`src/rtl/core/imu_sfc_pkg.sv`:
```
// ----------------------------------------------------------------------------
// imu_sfc_pkg: shared types and constants of the frame checker
// Frame layout constants, the error code type and the result record.
// ----------------------------------------------------------------------------
package imu_sfc_pkg;

  localparam logic [7:0] HDR_BYTE          = 8'h23;
  localparam logic [7:0] FOOT_A            = 8'h0D;
  localparam logic [7:0] FOOT_B            = 8'h0A;
  localparam logic [7:0] FRAME_OVERHEAD    = 8'd18;
  localparam logic [7:0] PAYLOAD_FIRST     = 8'd14;
  localparam logic [7:0] PAYLOAD_MAX       = 8'd237;
  localparam logic [7:0] PAYLOAD_LEN_RESET = 8'd28;
  localparam logic [7:0] STATUS_POS        = 8'd4;
  localparam logic [7:0] COUNTER_POS       = 8'd5;
  localparam logic [7:0] TS_FIRST          = 8'd6;
  localparam logic [7:0] SUM_FIRST         = 8'd3;
  localparam logic [7:0] LEN_POS           = 8'd2;

  // width of out_tdata: 99 payload bits rounded up to whole bytes
  localparam int OUT_DATA_W = 104;

  typedef enum logic [2:0] {
    ERR_NONE     = 3'd0,
    ERR_HEADER   = 3'd1,
    ERR_LENGTH   = 3'd2,
    ERR_FOOTER   = 3'd3,
    ERR_CHECKSUM = 3'd4
  } err_code_t;

  typedef enum logic {
    KIND_PAYLOAD = 1'b0,
    KIND_VERDICT = 1'b1
  } res_kind_t;

  typedef struct packed {
    res_kind_t   kind;
    logic [7:0]  payload_byte;
    logic [7:0]  payload_index;
    err_code_t   error_code;
    logic [7:0]  frame_status;
    logic [7:0]  frame_counter;
    logic [63:0] timestamp;
  } result_t;

  // one request held in the input register
  typedef struct packed {
    logic       valid;
    logic       frame_start;
    logic [7:0] data_byte;
  } in_req_t;

endpackage

```
`src/rtl/core/imu_sfc_in_stage.sv`:
```
// ----------------------------------------------------------------------------
// imu_sfc_in_stage: input register
// Holds one request until the checker consumes it.
// ----------------------------------------------------------------------------
module imu_sfc_in_stage
  import imu_sfc_pkg::*;
(
  input  logic       clk,
  input  logic       rst_n,
  input  logic       in_tvalid,
  output logic       in_tready,
  input  logic [7:0] in_tdata,
  input  logic       in_tuser,
  input  logic       consume,
  output in_req_t    req
);

  logic       valid_r;
  logic       start_r;
  logic [7:0] data_r;
  logic       load;

  assign in_tready = !valid_r || consume;
  assign load      = in_tvalid && in_tready;

  always_ff @(posedge clk) begin
    if (!rst_n) begin
      valid_r <= 1'b0;
    end else if (load) begin
      valid_r <= 1'b1;
    end else if (consume) begin
      valid_r <= 1'b0;
    end
  end

  always_ff @(posedge clk) begin
    if (load) begin
      start_r <= in_tuser;
      data_r  <= in_tdata;
    end
  end

  assign req.valid       = valid_r;
  assign req.frame_start = start_r;
  assign req.data_byte   = data_r;

endmodule

```
`src/rtl/core/imu_sfc_core.sv`:
```
// ----------------------------------------------------------------------------
// imu_sfc_core: frame state and checks
// Byte position, running sum, first error and held header fields.
// ----------------------------------------------------------------------------
module imu_sfc_core
  import imu_sfc_pkg::*;
(
  input  logic       clk,
  input  logic       rst_n,
  input  logic       cfg_wr_en,
  input  logic [7:0] cfg_wr_data,
  input  in_req_t    req,
  input  logic       fire,
  output logic       res_valid,
  output result_t    res
);

  logic [7:0]  flen_r;
  logic [7:0]  pos_r,      pos_nxt;
  logic        in_frame_r, in_frame_nxt;
  logic [15:0] sum_r,      sum_nxt;
  logic [15:0] rsum_r,     rsum_nxt;
  err_code_t   err_r,      err_nxt;
  logic [7:0]  status_r,   status_nxt;
  logic [7:0]  counter_r,  counter_nxt;
  logic [63:0] ts_r,       ts_nxt;

  logic        active;
  logic [7:0]  pos;
  logic [15:0] sum_base;
  logic [15:0] rsum_base;
  err_code_t   err_base;
  logic [7:0]  b;
  logic [7:0]  flen_m4, flen_m3, flen_m2, flen_m1;
  logic [7:0]  cfg_plen;

  // length register, clamped so the frame length fits one byte
  assign cfg_plen = (cfg_wr_data > PAYLOAD_MAX) ? PAYLOAD_MAX : cfg_wr_data;

  always_ff @(posedge clk) begin
    if (!rst_n) begin
      flen_r <= FRAME_OVERHEAD + PAYLOAD_LEN_RESET;
    end else if (cfg_wr_en) begin
      flen_r <= FRAME_OVERHEAD + cfg_plen;
    end
  end

  assign flen_m4 = flen_r - 8'd4;
  assign flen_m3 = flen_r - 8'd3;
  assign flen_m2 = flen_r - 8'd2;
  assign flen_m1 = flen_r - 8'd1;

  // frame_start restarts the frame with this byte
  assign b         = req.data_byte;
  assign active    = req.frame_start || in_frame_r;
  assign pos       = req.frame_start ? 8'd0 : pos_r;
  assign sum_base  = req.frame_start ? 16'd0 : sum_r;
  assign rsum_base = req.frame_start ? 16'd0 : rsum_r;
  assign err_base  = req.frame_start ? ERR_NONE : err_r;

  always_comb begin
    pos_nxt      = pos + 8'd1;
    in_frame_nxt = 1'b1;
    sum_nxt      = sum_base;
    rsum_nxt     = rsum_base;
    err_nxt      = err_base;
    status_nxt   = status_r;
    counter_nxt  = counter_r;
    ts_nxt       = ts_r;
    res_valid    = 1'b0;
    res          = '0;

    if (pos >= SUM_FIRST && pos < flen_m4) begin
      sum_nxt = sum_base + {8'd0, b};
    end

    if (pos <= 8'd1) begin
      if (b != HDR_BYTE && err_base == ERR_NONE) err_nxt = ERR_HEADER;
    end else if (pos == LEN_POS) begin
      if (b != flen_r && err_base == ERR_NONE) err_nxt = ERR_LENGTH;
    end else if (pos == STATUS_POS) begin
      status_nxt = b;
    end else if (pos == COUNTER_POS) begin
      counter_nxt = b;
    end else if (pos >= TS_FIRST && pos < PAYLOAD_FIRST) begin
      ts_nxt = {ts_r[55:0], b};
    end else if (pos >= PAYLOAD_FIRST && pos < flen_m4) begin
      res_valid         = 1'b1;
      res.kind          = KIND_PAYLOAD;
      res.payload_byte  = b;
      res.payload_index = pos - PAYLOAD_FIRST;
    end else if (pos == flen_m4) begin
      rsum_nxt = {b, 8'd0};
    end else if (pos == flen_m3) begin
      rsum_nxt = rsum_base | {8'd0, b};
    end else if (pos == flen_m2) begin
      if (b != FOOT_A && err_base == ERR_NONE) err_nxt = ERR_FOOTER;
    end else if (pos == flen_m1) begin
      if (b != FOOT_B && err_base == ERR_NONE) begin
        err_nxt = ERR_FOOTER;
      end else if (rsum_base != sum_base && err_base == ERR_NONE) begin
        err_nxt = ERR_CHECKSUM;
      end
      in_frame_nxt      = 1'b0;
      pos_nxt           = 8'd0;
      res_valid         = 1'b1;
      res.kind          = KIND_VERDICT;
      res.error_code    = err_nxt;
      res.frame_status  = status_r;
      res.frame_counter = counter_r;
      res.timestamp     = ts_r;
    end

    if (!active) begin
      res_valid = 1'b0;
    end
  end

  always_ff @(posedge clk) begin
    if (!rst_n) begin
      pos_r      <= 8'd0;
      in_frame_r <= 1'b0;
      sum_r      <= 16'd0;
      rsum_r     <= 16'd0;
      err_r      <= ERR_NONE;
      status_r   <= 8'd0;
      counter_r  <= 8'd0;
      ts_r       <= 64'd0;
    end else if (fire && active) begin
      pos_r      <= pos_nxt;
      in_frame_r <= in_frame_nxt;
      sum_r      <= sum_nxt;
      rsum_r     <= rsum_nxt;
      err_r      <= err_nxt;
      status_r   <= status_nxt;
      counter_r  <= counter_nxt;
      ts_r       <= ts_nxt;
    end
  end

  a_verdict_ends_frame: assert property (@(posedge clk) disable iff (!rst_n)
    fire && res_valid && res.kind == KIND_VERDICT |=> !in_frame_r)
    else $error("frame still open after verdict");

  a_idle_pos_zero: assert property (@(posedge clk) disable iff (!rst_n)
    !in_frame_r |-> pos_r == 8'd0)
    else $error("byte position not cleared outside a frame");

  a_first_error_sticks: assert property (@(posedge clk) disable iff (!rst_n)
    fire && !req.frame_start && err_r != ERR_NONE |=> err_r == $past(err_r))
    else $error("first error overwritten within a frame");

endmodule

```
`src/rtl/core/imu_sfc_out_reg.sv`:
```
// ----------------------------------------------------------------------------
// imu_sfc_out_reg: result register
// Holds one result until the downstream side takes it.
// ----------------------------------------------------------------------------
module imu_sfc_out_reg
  import imu_sfc_pkg::*;
(
  input  logic                  clk,
  input  logic                  rst_n,
  input  logic                  req_valid,
  input  logic                  res_valid,
  input  result_t               res,
  output logic                  fire,
  output logic                  out_tvalid,
  input  logic                  out_tready,
  output logic [OUT_DATA_W-1:0] out_tdata,
  output logic                  out_tuser
);

  logic    valid_r;
  result_t res_r;
  logic    slot_free;

  assign slot_free = !valid_r || out_tready;
  assign fire      = req_valid && slot_free;

  always_ff @(posedge clk) begin
    if (!rst_n) begin
      valid_r <= 1'b0;
    end else if (slot_free) begin
      valid_r <= fire && res_valid;
    end
  end

  always_ff @(posedge clk) begin
    if (fire && res_valid) begin
      res_r <= res;
    end
  end

  assign out_tvalid = valid_r;
  assign out_tuser  = res_r.kind;
  assign out_tdata  = {5'd0, res_r.timestamp, res_r.frame_counter, res_r.frame_status,
                       res_r.error_code, res_r.payload_index, res_r.payload_byte};

endmodule

```
`src/rtl/core/imu_stream_frame_checker_unit.sv`:
```
// ----------------------------------------------------------------------------
// imu_stream_frame_checker_unit: sensor streaming frame checker
// Checks frames byte by byte, passes payload bytes on and gives one verdict.
// ----------------------------------------------------------------------------
//
// channel  | dir | payload
// ---------+-----+-------------------------------------------------------
// in_      | in  | tdata data_byte, tuser frame_start
// out_     | out | tdata payload/verdict fields, tuser kind
// cfg_     | in  | wr_data payload_len (clamped to 237)
//
// one byte per clock sustained while out_tready holds; a request accepted into the
// input register is checked there and its result is loaded into the result register
// when the request fires, which a stall on out_tready can hold off; the checks are
// combinational, throughput is set by the single input and result registers
// rst_n is synchronous; after reset the frame length is 46 bytes
// a stall on out_tready stops the checker and then in_tready, no request is lost
//
module imu_stream_frame_checker_unit
  import imu_sfc_pkg::*;
(
  input  logic                  clk,
  input  logic                  rst_n,
  // input channel
  input  logic                  in_tvalid,
  output logic                  in_tready,
  input  logic [7:0]            in_tdata,   // [7:0] data_byte
  input  logic                  in_tuser,   // [0] frame_start
  // result channel
  output logic                  out_tvalid,
  input  logic                  out_tready,
  // [7:0] payload_byte, [15:8] payload_index, [18:16] error_code,
  // [26:19] frame_status, [34:27] frame_counter, [98:35] timestamp, rest zero
  output logic [OUT_DATA_W-1:0] out_tdata,
  output logic                  out_tuser,  // [0] kind
  // configuration
  input  logic                  cfg_wr_en,
  input  logic [7:0]            cfg_wr_data // [7:0] payload_len
);

  in_req_t req;
  logic    fire;
  logic    res_valid;
  result_t res;

  // input register, freed whenever the checker takes its request
  imu_sfc_in_stage u_in_stage (
    .clk       (clk),
    .rst_n     (rst_n),
    .in_tvalid (in_tvalid),
    .in_tready (in_tready),
    .in_tdata  (in_tdata),
    .in_tuser  (in_tuser),
    .consume   (fire),
    .req       (req)
  );

  // frame state machine and checks, updated only when a request fires
  imu_sfc_core u_core (
    .clk         (clk),
    .rst_n       (rst_n),
    .cfg_wr_en   (cfg_wr_en),
    .cfg_wr_data (cfg_wr_data),
    .req         (req),
    .fire        (fire),
    .res_valid   (res_valid),
    .res         (res)
  );

  // result register, decides when the held request may advance
  imu_sfc_out_reg u_out_reg (
    .clk        (clk),
    .rst_n      (rst_n),
    .req_valid  (req.valid),
    .res_valid  (res_valid),
    .res        (res),
    .fire       (fire),
    .out_tvalid (out_tvalid),
    .out_tready (out_tready),
    .out_tdata  (out_tdata),
    .out_tuser  (out_tuser)
  );

  a_no_result_after_reset: assert property (@(posedge clk)
    !rst_n |=> !out_tvalid)
    else $error("result pending right after reset");

endmodule

```
`config.mk`:
```
export PLATFORM = sky130hd
export DESIGN_NAME = imu_stream_frame_checker_unit
export DESIGN_NICKNAME = d
export VERILOG_FILES = /design/src/rtl/core/imu_sfc_pkg.sv /design/src/rtl/core/imu_sfc_in_stage.sv /design/src/rtl/core/imu_sfc_core.sv /design/src/rtl/core/imu_sfc_out_reg.sv /design/src/rtl/core/imu_stream_frame_checker_unit.sv
export SDC_FILE = /design/constraint.sdc
export NUM_CORES = 1
export LEC_CHECK = 0
export ABC_AREA = 1
export BUFFER_PORTS_ARGS = -buffer_cell sky130_fd_sc_hd__buf_2
export CAP_MARGIN = 20
export CORE_MARGIN = 1.5
export CORE_UTILIZATION = 55
export DETAILED_ROUTE_END_ITERATION = 10
export PLACE_DENSITY = 0.78
export SYNTH_ARGS = -nofsm -noshare
export SYNTH_HDL_FRONTEND = slang
export SYNTH_HIERARCHICAL = 1
export SYNTH_SLANG_ARGS = --single-unit
```
`constraint.sdc`:
```
create_clock -name clk -period 8.7 [get_ports clk]
set_input_delay 1.74 -clock clk [delete_from_list [all_inputs] [get_ports clk]]
set_output_delay 1.74 -clock clk [all_outputs]
set_load 0.01 [all_outputs]
```
# == After elaboration in Yosys (flattened, before gate mapping) ==
# Index checks and enable logic that the tools add are counted.
# totals
reg_bits,243
# op_classes
addsub,8
magnitude_cmp,7
eq_ne,12
mux,62
bitwise_logic,7
n_reduce_logical,25
# ops
operator,n
16-bit 2-to-1 mux,11
8-bit 2-to-1 mux,12
3-bit 2-to-1 mux,16
8-bit equality test,4
1-bit 2-to-1 mux,23
16-bit by 8-bit adder with 16-bit output,1
"8-bit by 3-bit equality test with 1-bit output, second input constant",2
16-bit != test,1
"8-bit by 4-bit != test with 1-bit output, second input constant",2
16-bit by 8-bit OR with 16-bit output,1
"8-bit by 2-bit subtractor with 8-bit output, second input constant",2
1-bit logical AND,12
6-bit OR reduction,2
10-bit OR reduction,1
"5-bit by 8-bit adder with 8-bit output, first input constant",1
"8-bit by 1-bit adder with 8-bit output, second input constant",1
"8-bit by 2-bit equality test with 1-bit output, second input constant",1
"8-bit by 2-bit greater-or-equal comparator with 1-bit output, second input constant",1
"8-bit by 3-bit greater-or-equal comparator with 1-bit output, second input constant",1
"8-bit by 4-bit greater-or-equal comparator with 1-bit output, second input constant",1
"8-bit greater-than comparator, second input constant",1
"8-bit by 1-bit <= comparator with 1-bit output, second input constant",1
"8-bit by 4-bit < comparator with 1-bit output, second input constant",1
8-bit < comparator,1
13 further kinds,21

# == Longest topological paths before layout ==
# logic_depth
word_depth,15
depth_mapped,20

# == By module ==
# Netlist, hierarchy kept.
# modules_own_cells
mod,instances,cells_per_inst,area_per_inst_um2,seq_area_each_um2
imu_sfc_core,1,1312,8335.5,2642.5
imu_sfc_out_reg,1,117,3109.2,3022.9
imu_sfc_in_stage,1,18,336.6,290.3

# == Least setup slack after synthesis ==
# No wires, ideal clock.
# synth_timing
path_type,reg2reg
from,register u_core.flen_r[2]
to,register u_out_reg.res_r (netlist bit u_out_reg/out_tdata[0]) (enable)
setup_time_ns,0.540
arrival_time_ns,6.361
t_required_ns,8.160
path_slack_ns,1.799
stages_incl_launch_ff,16
synth_period_minus_slack_ns,6.901
path_cell_list,dfxtp_1 > clkbuf_1 > inv_1 > ha_1 > clkbuf_1 > nand2_1 > xor2_1 > ha_1 > nand2_1 > o21a_1 > nand2_1 > a21oi_2 > o21ai_0 > a21oi_1 > inv_1 > nor3_2
# synth_via
elab_chain_cells,14
elab_cells_between_ends,22
# synth_lines
item,line,text
"start, declared",imu_sfc_core.sv:18,logic [7:0] flen_r;
"start signal, assigned",imu_sfc_core.sv:42,flen_r <= FRAME_OVERHEAD + PAYLOAD_LEN_RESET;
"start signal, assigned",imu_sfc_core.sv:44,flen_r <= FRAME_OVERHEAD + cfg_plen;
8-bit by 1-bit subtractor with 8-bit output,imu_sfc_core.sv:51,assign flen_m1 = flen_r - 8'd1;
8-bit equality test,imu_sfc_core.sv:98,end else if (pos == flen_m1) begin
1-bit 2-to-1 mux,imu_sfc_core.sv:98,
1-bit 2-to-1 mux (3 in a row),n/a,
1-bit 2-to-1 mux *,imu_sfc_core.sv:87,end else if (pos >= PAYLOAD_FIRST && pos < flen_m4) begin
1-bit 2-to-1 mux *,imu_sfc_core.sv:85,end else if (pos >= TS_FIRST && pos < PAYLOAD_FIRST) begin
1-bit 2-to-1 mux *,imu_sfc_core.sv:83,end else if (pos == COUNTER_POS) begin
1-bit 2-to-1 mux *,imu_sfc_core.sv:81,end else if (pos == STATUS_POS) begin
1-bit 2-to-1 mux *,imu_sfc_core.sv:79,end else if (pos == LEN_POS) begin
1-bit 2-to-1 mux *,imu_sfc_core.sv:77,if (pos <= 8'd1) begin
1-bit 2-to-1 mux *,imu_sfc_core.sv:114,if (!active) begin
named net res_valid,imu_stream_frame_checker_unit.sv:43,logic res_valid;
1-bit logical AND *,imu_sfc_out_reg.sv:36,if (fire && res_valid) begin
"end signal, assigned",imu_sfc_out_reg.sv:37,res_r <= res;
"end, declared",imu_sfc_out_reg.sv:21,result_t res_r;
# The timed path passes the listed nets; every way through them passes the cells marked *.
# A chain may end at the register's enable or synchronous reset.

# == Final worst setup path ==
# layout_timing
from,register u_in_stage.start_r
to,register u_out_reg.res_r (netlist bit u_out_reg/out_tdata[22]) (enable)
# layout_via
elab_chain_cells,14
elab_cells_between_ends,28
# layout_lines
item,line,text
"start, declared",imu_sfc_in_stage.sv:19,logic start_r;
"start signal, assigned",imu_sfc_in_stage.sv:38,start_r <= in_tuser;
8-bit 2-to-1 mux,imu_sfc_core.sv:56,assign pos = req.frame_start ? 8'd0 : pos_r;
8-bit equality test,imu_sfc_core.sv:98,
1-bit 2-to-1 mux,imu_sfc_core.sv:98,
1-bit 2-to-1 mux (3 in a row),n/a,
1-bit 2-to-1 mux,imu_sfc_core.sv:87,
1-bit 2-to-1 mux,imu_sfc_core.sv:85,
1-bit 2-to-1 mux,imu_sfc_core.sv:83,
1-bit 2-to-1 mux,imu_sfc_core.sv:81,
1-bit 2-to-1 mux,imu_sfc_core.sv:79,
1-bit 2-to-1 mux,imu_sfc_core.sv:77,
1-bit 2-to-1 mux *,imu_sfc_core.sv:114,
named net res_valid,imu_stream_frame_checker_unit.sv:43,
1-bit logical AND *,imu_sfc_out_reg.sv:36,
# Marks and branches as above.

==> metrics.md <==
| Metric | Value |
|---|---|
| Vias in the first global route | 8971 |
| Total Wirelength | 28900 um |
| Fin crit period | 4.74 ns |
| Drc violations | 0 |
| Post-Syn Area | 11800 um2 |
| Setup TNS | 0 ns |
| Cell taking the most area after synthesis | edfxtp_1 |
| Fill count | 1771 |
| Starting Density | 56.0% |
| Outcome | complete, no violations |
| Final Setup Violations | 0 |
| Worst hold stages | 2 |
| Clock Sink Count | 243 |
| Post-CTS Resized | 0 |
| CP endpoint | u_out_reg/out_tdata[22]$_DFFE_PP_ |
| Clock Tree Root | clkbuf_16 |
| Area Growth Syn to Fin | 13.4% |
| Layout cells sized above 1 | 14.1% |
| Worst EP arrival | 4.88 ns |
| Area of the multi-input gates | 4720 um2 |
| Main flop type after synthesis | dfxtp_1 |
| TritonCTS buffer count | 25 |
| GPL Wtd Cong | 1.01 |
| Count leader, synth | nand2_1 |
| Iteration count of the initial detailed-routing pass | 5 |
| Rel. slew slack | 36.5% |
| Slew Limit Fails | 0 |
| Routed vias/inst | 5.31 |
| Worst R2R End | u_out_reg/out_tdata[22]$_DFFE_PP_ |
| Critical path type | reg2reg |
| Post-synthesis register bit count | 243 |
| EDFF count, synth | 109 |
| Clock Latency Late Sink | 0.52 ns |
| Critical Path Start Type | flip-flop |
| Placed Instances | 1787 |
| Die W | 149 um |
| Die Ht | 149 um |
| Rows | 53 |
| CP Max Fanout | 77 |
| Yosys warns | 6 |
| Final hold vios | 0 |
| Post-Syn Instances | 1447 |
| Layout Utilization | 63.6% |
| Worst slack at placement | 4.11 ns |
| RSZ-0062 raised after global routing | false |
| Tot Pwr | 2.43 mW |
| Largest net degree at the start of global routing | 129 |
| Final design instance area without fill | 13400 um2 |
| Post-CTS Setup Repair Bufs | 0 |
| PD cells | 182 nW/um2 |
| RR Startpoint | u_in_stage/start_r$_DFFE_PP_ |
| Syn Area/Cell | 8.14 um2 |
| CORE AREA | 21000 um2 |
| Max IR drop VDD | 0.122 mV |
| Gr usage total | 25.6% |
| I/O pin count | 129 |
| Hold/Removal Path Class | reg2reg |
| Top post-synthesis cells by count | nand2_1, nor2_1, inv_1 |
| Antenna-violating nets left | 0 |
| Detailed-route via count | 9758 |
| Crit path from | u_in_stage/start_r$_DFFE_PP_ |
| Hold buffers post-CTS | 0 |
| Highest Clock Rate | 211 MHz |
| Antenna violations before repair | 0 |
| 1st-iter DRT viols | 880 |
| Clock-pin slew on the worst setup and hold paths | 0.06 ns |
| Hold WS | 0.465 ns |
| Htree depth | 1 |
| Layout net count | 1595 |
| First-pass GRT wire length | 45500 um |
| Wire length per cell | 15.8 um |
| Tcrit/Tclk final | 54.5% |
| Max cap viols | 0 |
| Worst-Margin Slew | 0.952 ns |
| Area contributors post-synth | edfxtp_1, dfxtp_1, nand2_1, nor2_1, inv_1 |
| Leak | 5.02 nW |
| Non-filler cells in the finished layout | 1836 |
| Die ar. | 22300 um2 |
| # diodes | 0 |
| Grt total ovfl | 0 |
| WP data required | 8.84 ns |
| Final worst slack | 3.96 ns |
| Register area share after synthesis | 50.6% |
| Clock skew | 0.0109 ns |
| FF+latch area | 5960 um2 |
| R2R depth | 18 |
| Post-synth ARST share | 0% |
| Crit end category | flip-flop |
| Post-DP HPWL | 19400 um |
| Post-synth cell types | 47 |
| CTS tree | yes |
| Port buffer count | 123 |
| R2R Setup Slk | 3.96 ns |
| Placed cell area | 12500 um2 |
| Post-synth top area share | 27.8% |
| CTS Buffer Depth | 3 |
-- worst max-delay path, cell delays in order, from the launching register on --
cell and delay, ns:
edfxtp_1 0.36, buf_4 0.27, inv_6 0.31, nand2_1 0.20
inv_1 0.26, ha_1 0.31, inv_1 0.09, nor2_1 0.04
o21ai_0 0.13, nand2_1 0.07, nand2_1 0.06, nand2_1 0.09
a21oi_2 0.32, o21ai_0 0.20, a21oi_1 0.17, inv_1 0.10
nor3_4 0.17, buf_4 0.33, buf_4 0.78
-- power breakdown --
part | total [mW] | switching [mW] | internal [mW]
registers | 1.21 | 0.0171 | 1.20
clock network | 1.06 | 0.439 | 0.625
logic | 0.152 | 0.107 | 0.0452
total | 2.43 | 0.563 | 1.87
-- sequential cells by signal, indices dropped and copies added, names as in the netlist --
register	count
u_core/ts_r	64
u_core/err_r	3
u_in_stage/data_r	8
u_out_reg/out_tvalid	1
u_core/flen_r	8
u_core/rsum_r	16
u_core/sum_r	16
u_out_reg/out_tdata	99
u_core/status_r	8
u_core/counter_r	8
u_core/in_frame_r	1
u_in_stage/valid_r	1
u_in_stage/start_r	1
u_core/pos_r	8
u_out_reg/out_tuser	1
-- cells in the final DEF, fill, tap and decap left out, types with 3 or more instances in the layout --
cell / Yosys / layout
inv_1: 194 / 194
nand2_1: 253 / 253
clkinv_1: 2 / 4
a21oi_1: 126 / 126
clkbuf_1: 33 / 3
buf_4: 16 / 9
clkinv_2: 0 / 4
conb_1: 1 / 5
a21oi_2: 4 / 4
nor3_1: 14 / 14
nor2_4: 4 / 4
inv_2: 10 / 10
xor2_1: 23 / 23
nor2_2: 5 / 5
o211ai_1: 8 / 8
a211oi_1: 10 / 10
dfxtp_1: 134 / 134
o221ai_1: 3 / 3
nand2_2: 4 / 4
nor2_1: 207 / 207
inv_6: 1 / 4
o21ai_0: 54 / 54
nand2_4: 4 / 4
o21ai_1: 60 / 60
nor4_1: 10 / 10
edfxtp_1: 109 / 109
clkbuf_16: 0 / 25
ha_1: 30 / 30
nand4_1: 11 / 11
clkbuf_8: 0 / 4
nand3_1: 67 / 67
buf_2: 20 / 123
xnor2_1: 7 / 7
-- routing by layer --
| metal | vias to the layer above | global-route usage, % | wire (um) |
|---|---|---|---|
| met2 | 332 | 41.7 | 13400 |
| met4 | 0 | 8.86 | 782 |
| met1 | 4487 | 34.2 | 12700 |
| li1 | 4887 | - | - |
| met5 | - | 0 | 0 |
| met3 | 52 | 4.92 | 2060 |
-- worst min path at each step --
stage,from,to
global route,u_core/status_r[6]$_SDFFE_PN0P_,u_core/status_r[6]$_SDFFE_PN0P_
global placement,u_core/status_r[6]$_SDFFE_PN0P_,u_core/status_r[6]$_SDFFE_PN0P_
detailed placement,u_core/sum_r[3]$_SDFFE_PN0P_,u_core/sum_r[3]$_SDFFE_PN0P_
floorplan,u_core/status_r[0]$_SDFFE_PN0P_,u_core/status_r[0]$_SDFFE_PN0P_
finish,u_core/status_r[6]$_SDFFE_PN0P_,u_core/status_r[6]$_SDFFE_PN0P_
CTS,u_core/sum_r[3]$_SDFFE_PN0P_,u_core/sum_r[3]$_SDFFE_PN0P_
-- logic make-up (layout without fill, tap and decap cells) --
family | Yosys count | count (layout) | synth area share (%)
fa+ha+maj | 31 | 31 | 3.36
xor+xnor | 30 | 30 | 2.23
simple gates | 590 | 590 | 21.4
buf+inv | 277 | 387 | 9.65
other cells | 1 | 5 | 0.0318
compound gates | 275 | 275 | 12.7
flops | 243 | 243 | 50.6
-- final cells by class --
type                       instances  area share (%)
multi-input combinational        931            35.3
tap                              275            2.57
clock buffer                      32            5.18
timing repair buffer             134            5.52
clock inverter                    14            1.03
inverter                         207            5.85
sequential                       243            44.6
Power figures use the tool's default switching activity.
